==> src/rtl/rc5_pkg.sv <==
`timescale 1ns / 1ps
// ----------------------------------------------------------------------------
// RC5 package
// Shared word and pipeline types, the fixed round-key table and rotate helpers.
// ----------------------------------------------------------------------------
package rc5_pkg;

   localparam int unsigned WORD_W     = 32;
   localparam int unsigned SHIFT_W    = 5;
   localparam int unsigned MAX_ROUNDS = 12;
   localparam int unsigned KEY_WORDS  = 2 * MAX_ROUNDS + 2;

   typedef logic [WORD_W-1:0]  word_type;
   typedef logic [SHIFT_W-1:0] shamt_type;

   // Operation select carried with each block
   localparam logic OP_ENCRYPT = 1'b0;
   localparam logic OP_DECRYPT = 1'b1;

   // One pipeline slot: valid flag, operation and the two working words
   typedef struct packed {
      logic     vld;
      logic     op;
      word_type a;
      word_type b;
   } pipe_type;

   // Fixed expanded key table S[0..25]
   localparam word_type KEY_TABLE [KEY_WORDS] = '{
      32'd2612779208, 32'd439875579,  32'd1190717637, 32'd1175216261,
      32'd1895316362, 32'd676037379,  32'd1363022932, 32'd4129418530,
      32'd824510045,  32'd296237661,  32'd3559352427, 32'd1899681837,
      32'd1266233241, 32'd664380637,  32'd2811239497, 32'd3739125530,
      32'd918565270,  32'd2817507913, 32'd1638370232, 32'd990518571,
      32'd1304414838, 32'd2920685927, 32'd819424010,  32'd1125720836,
      32'd4140569649, 32'd1694786432
   };

   // Rotate left by the low five bits of the amount
   function automatic word_type rotl(input word_type v, input shamt_type n);
      logic [2*WORD_W-1:0] t;
      t = {v, v} << n;
      return t[2*WORD_W-1:WORD_W];
   endfunction

   // Rotate right by the low five bits of the amount
   function automatic word_type rotr(input word_type v, input shamt_type n);
      logic [2*WORD_W-1:0] t;
      t = {v, v} >> n;
      return t[WORD_W-1:0];
   endfunction

endpackage

==> src/rtl/rc5_round_cell.sv <==
`timescale 1ns / 1ps
// ----------------------------------------------------------------------------
// RC5 half-round cell
// One registered half-round: even cells update A on encrypt and B on decrypt,
// odd cells the other word. Each cell takes a new block every cycle.
// ----------------------------------------------------------------------------
module rc5_round_cell
   import rc5_pkg::*;
#(
   parameter int unsigned ENC_KEY = 2,
   parameter int unsigned DEC_KEY = 25,
   parameter bit          ODD     = 1'b0
) (
   input  logic     clock,
   input  logic     reset,
   input  pipe_type pipe_i,
   output pipe_type pipe_o
);

   localparam word_type K_ENC = KEY_TABLE[ENC_KEY];
   localparam word_type K_DEC = KEY_TABLE[DEC_KEY];

   pipe_type stage_ff;
   pipe_type stage_in;

   // Compute the half-round for the selected direction
   always_comb begin
      stage_in = pipe_i;
      if (pipe_i.op == OP_ENCRYPT) begin
         if (!ODD) begin
            stage_in.a = rotl(pipe_i.a ^ pipe_i.b, pipe_i.b[SHIFT_W-1:0]) + K_ENC;
         end else begin
            stage_in.b = rotl(pipe_i.b ^ pipe_i.a, pipe_i.a[SHIFT_W-1:0]) + K_ENC;
         end
      end else begin
         if (!ODD) begin
            stage_in.b = rotr(pipe_i.b - K_DEC, pipe_i.a[SHIFT_W-1:0]) ^ pipe_i.a;
         end else begin
            stage_in.a = rotr(pipe_i.a - K_DEC, pipe_i.b[SHIFT_W-1:0]) ^ pipe_i.b;
         end
      end
   end

   // Advance the slot; clear the valid flag on reset
   always_ff @(posedge clock) begin
      if (reset) begin
         stage_ff.vld <= 1'b0;
      end else begin
         stage_ff.vld <= stage_in.vld;
      end
      stage_ff.op <= stage_in.op;
      stage_ff.a  <= stage_in.a;
      stage_ff.b  <= stage_in.b;
   end

   assign pipe_o = stage_ff;

endmodule

==> config.mk <==
export PLATFORM = sky130hd
export DESIGN_NAME = rc5_round_cell
export DESIGN_NICKNAME = d
export VERILOG_FILES = /design/src/rtl/rc5_pkg.sv /design/src/rtl/rc5_round_cell.sv
export SDC_FILE = /design/constraint.sdc
export NUM_CORES = 1
export LEC_CHECK = 0
export BUFFER_PORTS_ARGS = -buffer_cell sky130_fd_sc_hd__buf_2
export CORE_AREA = 4 4 186 188
export CTS_CLUSTER_DIAMETER = 50
export DETAILED_ROUTE_END_ITERATION = 10
export DIE_AREA = 0 0 190 192
export GPL_ROUTABILITY_DRIVEN = 0
export SLEW_MARGIN = 30
export SYNTH_ARGS = -nofsm -noshare
export SYNTH_HDL_FRONTEND = slang
export SYNTH_SLANG_ARGS = --single-unit
==> constraint.sdc <==
create_clock -name clock -period 3.28 [get_ports clock]
set_input_delay 0.328 -clock clock [delete_from_list [all_inputs] [get_ports clock]]
set_output_delay 0.328 -clock clock [all_outputs]
set_load 0.1 [all_outputs]
==> summary.txt <==
STA
  – Fin crit period: 3.23 ns
  – Unrepaired setup endpoints after global routing: true
  – Headroom to the max-slew limit: 49.3%
  – Final period util: 98.4%
  – Max Slew Vio Count: 0
  – Final hold vios: 0
  – Final worst slack: 0.0524 ns
  – Final setup fails: 0
  – Worst-Margin Slew: 0.760 ns
  – Fmax: 0.310 GHz

Cells and area
  – Fill cells: 3334
  – Nets: 1616
  – Final instance area: 13200 um^2
  – Share of cells above drive strength 1: 38.6%
  – Register Area: 1320 um^2
  – Most frequent cells in the layout: 293 x buf_4, 132 x buf_2, 112 x nor2_1
  – Max FFs per register: 66
  – Finished Layout Cells: 2000
  – Multi-input gate area: 7880 um^2
  – Commonest non-fill, non-tap cell in the layout: buf_4
  – Area delta synth->final: 35.8%

Worst hold path
  – HP Class: input port to flop

Synthesis
  – Synth Area in XOR/XNOR: 9.09%
  – Post-synth ARST share: 0%
  – Syn_nets: 1282
  – Post-Synth Simple-Gate Area: 18.0%
  – Flip-flop and latch count after synthesis: 66
  – Sequential share of the synthesized area: 13.6%
  – Mapped cell area: 9730 um^2
  – Mux cell area share after synthesis: 22.0%
  – Unique masters post-synth: 93
  – Synth Area per Inst: 8.03 um^2
  – Synth area leaders: dfxtp_1 14%, mux4_2 12%, mux2i_1 6.4%
  – EDFF count, synth: 0
  – Post-synth top area share: 13.6%
  – Synthesized instance count: 1212
  – Area leader, netlist: dfxtp_1
  – YS warnings: 0
  – Post-Synth Adder-Cell Area: 0.257%
  – Synth Area in Compound Gates: 29.5%
  – Ys flop type: dfxtp_1
  – Largest family of logic cells by synthesized area: compound AO/OA/AOI/OAI gates

Pwr
  – Worst IR Drop VDD: 0.000413 V
  – Lkg Pwr: 5.53 nW
  – Power Density: 445 nW/um^2

Placed design
  – Number of port buffers: 133
  – Pre-CTS WS: -0.494 ns
  – DP Cell Count: 1979
  – Placement Cell Area: 12600 um^2
  – Post-detail-place hpwl: 37400 um

Floorplan
  – FP Rows: 67
  – Core footprint: 33100 um^2
  – Die area: 36500 um^2
  – Starting density of the core: 29.4%
  – Die height: 192 um
  – DIE WIDTH: 190 um
  – I/O pins: 134

Critical path
  – WP depth: 14
  – Req. time, crit path: 3.54 ns
  – Arrival @ worst endpoint: 3.48 ns
  – CP Capture Type: flop
  – CP Max Fanout: 5
  – Kind of cell adding the most delay to the critical path: compound AO/OA/AOI/OAI gates
  – Critical Path Sink: pipe_o[61]
  – CP max stage delay: 0.50 ns
  – CP startpoint: pipe_i[22]
  – Crit path launch type: input port
  – Most used cell, CP: buf_4
  – Critical path class: input port to flop
  – Worst path slowest cell: mux4_2
  – CP bufs+invs: 4
  – Crit-path cells: buf_2 -> xnor2_1 -> buf_4 -> mux4_2 -> o2bb2ai_1 -> a221oi_2 -> buf_4 -> o31ai_1 -> buf_4 -> nand2_1 -> nor2_1 -> a31oi_1 -> or3_1 -> a31oi_1

Detailed routing
  – First drt pass iteration count: 6
  – Routed len/inst: 22.9 um
  – Post-DRT Antenna Nets: 0
  – Vias/cell: 5.88
  – DRC errors left: 0
  – Via count: 11800
  – DRT iter0 DRCs: 1217
  – Final wirelength: 45800 um

GRT
  – Initial antenna violation count: 2
  – First-pass GRT wire length: 67000 um
  – Most Crowded Layer GR: met2
  – Grt ovf: 0
  – Met1 usage: 30.2%
  – Met3 usage: 4.85%
  – Global routing met2 resource utilization: 38.9%
  – Tot GR Track Use: 23.9%
  – Largest net degree at the start of global routing: 69
  – Number of global-route vias before repair: 11000

Clocking
  – CTS tree: built
  – Total CTS buffers: 9
  – Clock buffer depth: 2
  – Clk slew on worst S/H paths: 0.06 ns
  – Clock sinks: 66
  – Root cell of the clock tree: clkbuf_16
  – CTS H-Tree Depth: 3
  – CTS Hold Bufs: 0

Flow run
  – Max-capacitance violation count: 0

Run status
  – Status: finished clean
kinds of logic after synthesis:
family	after synthesis
buffers and inverters	136
DFF	66
xor gates and xnor gates	101
and+or+nand+nor	379
muxes	143
adders and majority gates	2
AOI/OAI and AO/OA	385
what timing repair did:
action,in CTS,in global routing
setup endpoints to repair,2,36
pin swaps,1,8
resized for setup,5,33
buffers inserted,0,4
worst min-delay path by stage:
stage / start / endpoint / slack, ns / cells after the start
2_1_floorplan: pipe_i[64] / pipe_o[64] / 0.36 / 0
3_3_place_gp: reset / pipe_o[65] / 0.49 / 2
3_5_place_dp: reset / pipe_o[65] / 0.49 / 2
4_1_cts: reset / pipe_o[65] / 0.13 / 2
5_1_grt: reset / pipe_o[65] / 0.14 / 2
6_report: reset / pipe_o[65] / 0.13 / 2
layer usage:
metal	part of all wire, %	wire length [um]
met1	39	17800
met2	45	20600
met3	10	4710
met4	6.0	2730
met5	0.028	13
layout make-up:
cell class              count  area share (%)
diodes                      1          0.0189
clock buffers              12            1.87
clock inverters             4           0.559
inverters                  26           0.777
multi-input cells        1010            59.7
flip-flops and latches     66            10.0
well taps                 448            4.24
repair buffers            433            22.9
synth_stat cells, drive strengths merged, types with 14 or more instances:
| library cell | instances |
|---|---|
| nor2 | 114 |
| nand2 | 113 |
| a21oi | 70 |
| o21ai | 68 |
| dfxtp | 66 |
| mux2i | 63 |
| buf | 59 |
| xnor2 | 55 |
| mux4 | 53 |
| clkbuf | 50 |
| xor2 | 46 |
| nor3 | 34 |
| mux2 | 27 |
| o211ai | 25 |
| inv | 24 |
| nand3 | 24 |
| o22ai | 24 |
| a211oi | 20 |
| o221ai | 18 |
| a221oi | 17 |
| nand2b | 16 |
| or3 | 16 |
| and2 | 14 |
| o22a | 14 |
power breakdown:
part / switching (mW) / internal, mW
registers: 0.0456 / 0.939
clock network: 0.416 / 0.689
logic: 2.49 / 1.30
total: 2.95 / 2.93
per-stage QoR:
step / hold WS (ns) / utilization (%) / power, mW / setup TNS, ns
detailed placement: 0.490 / 38.2 / 4.66 / -9.07
floorplan: 0.356 / - / 3.45 / 0
global route: 0.141 / 39.9 / 6.09 / -0.0759
finish: 0.127 / 39.9 / 5.88 / 0
global placement: 0.486 / 38.2 / 4.63 / -8.47
CTS: 0.128 / 39.2 / 5.77 / 0
(Power assumes the default switching activity.)
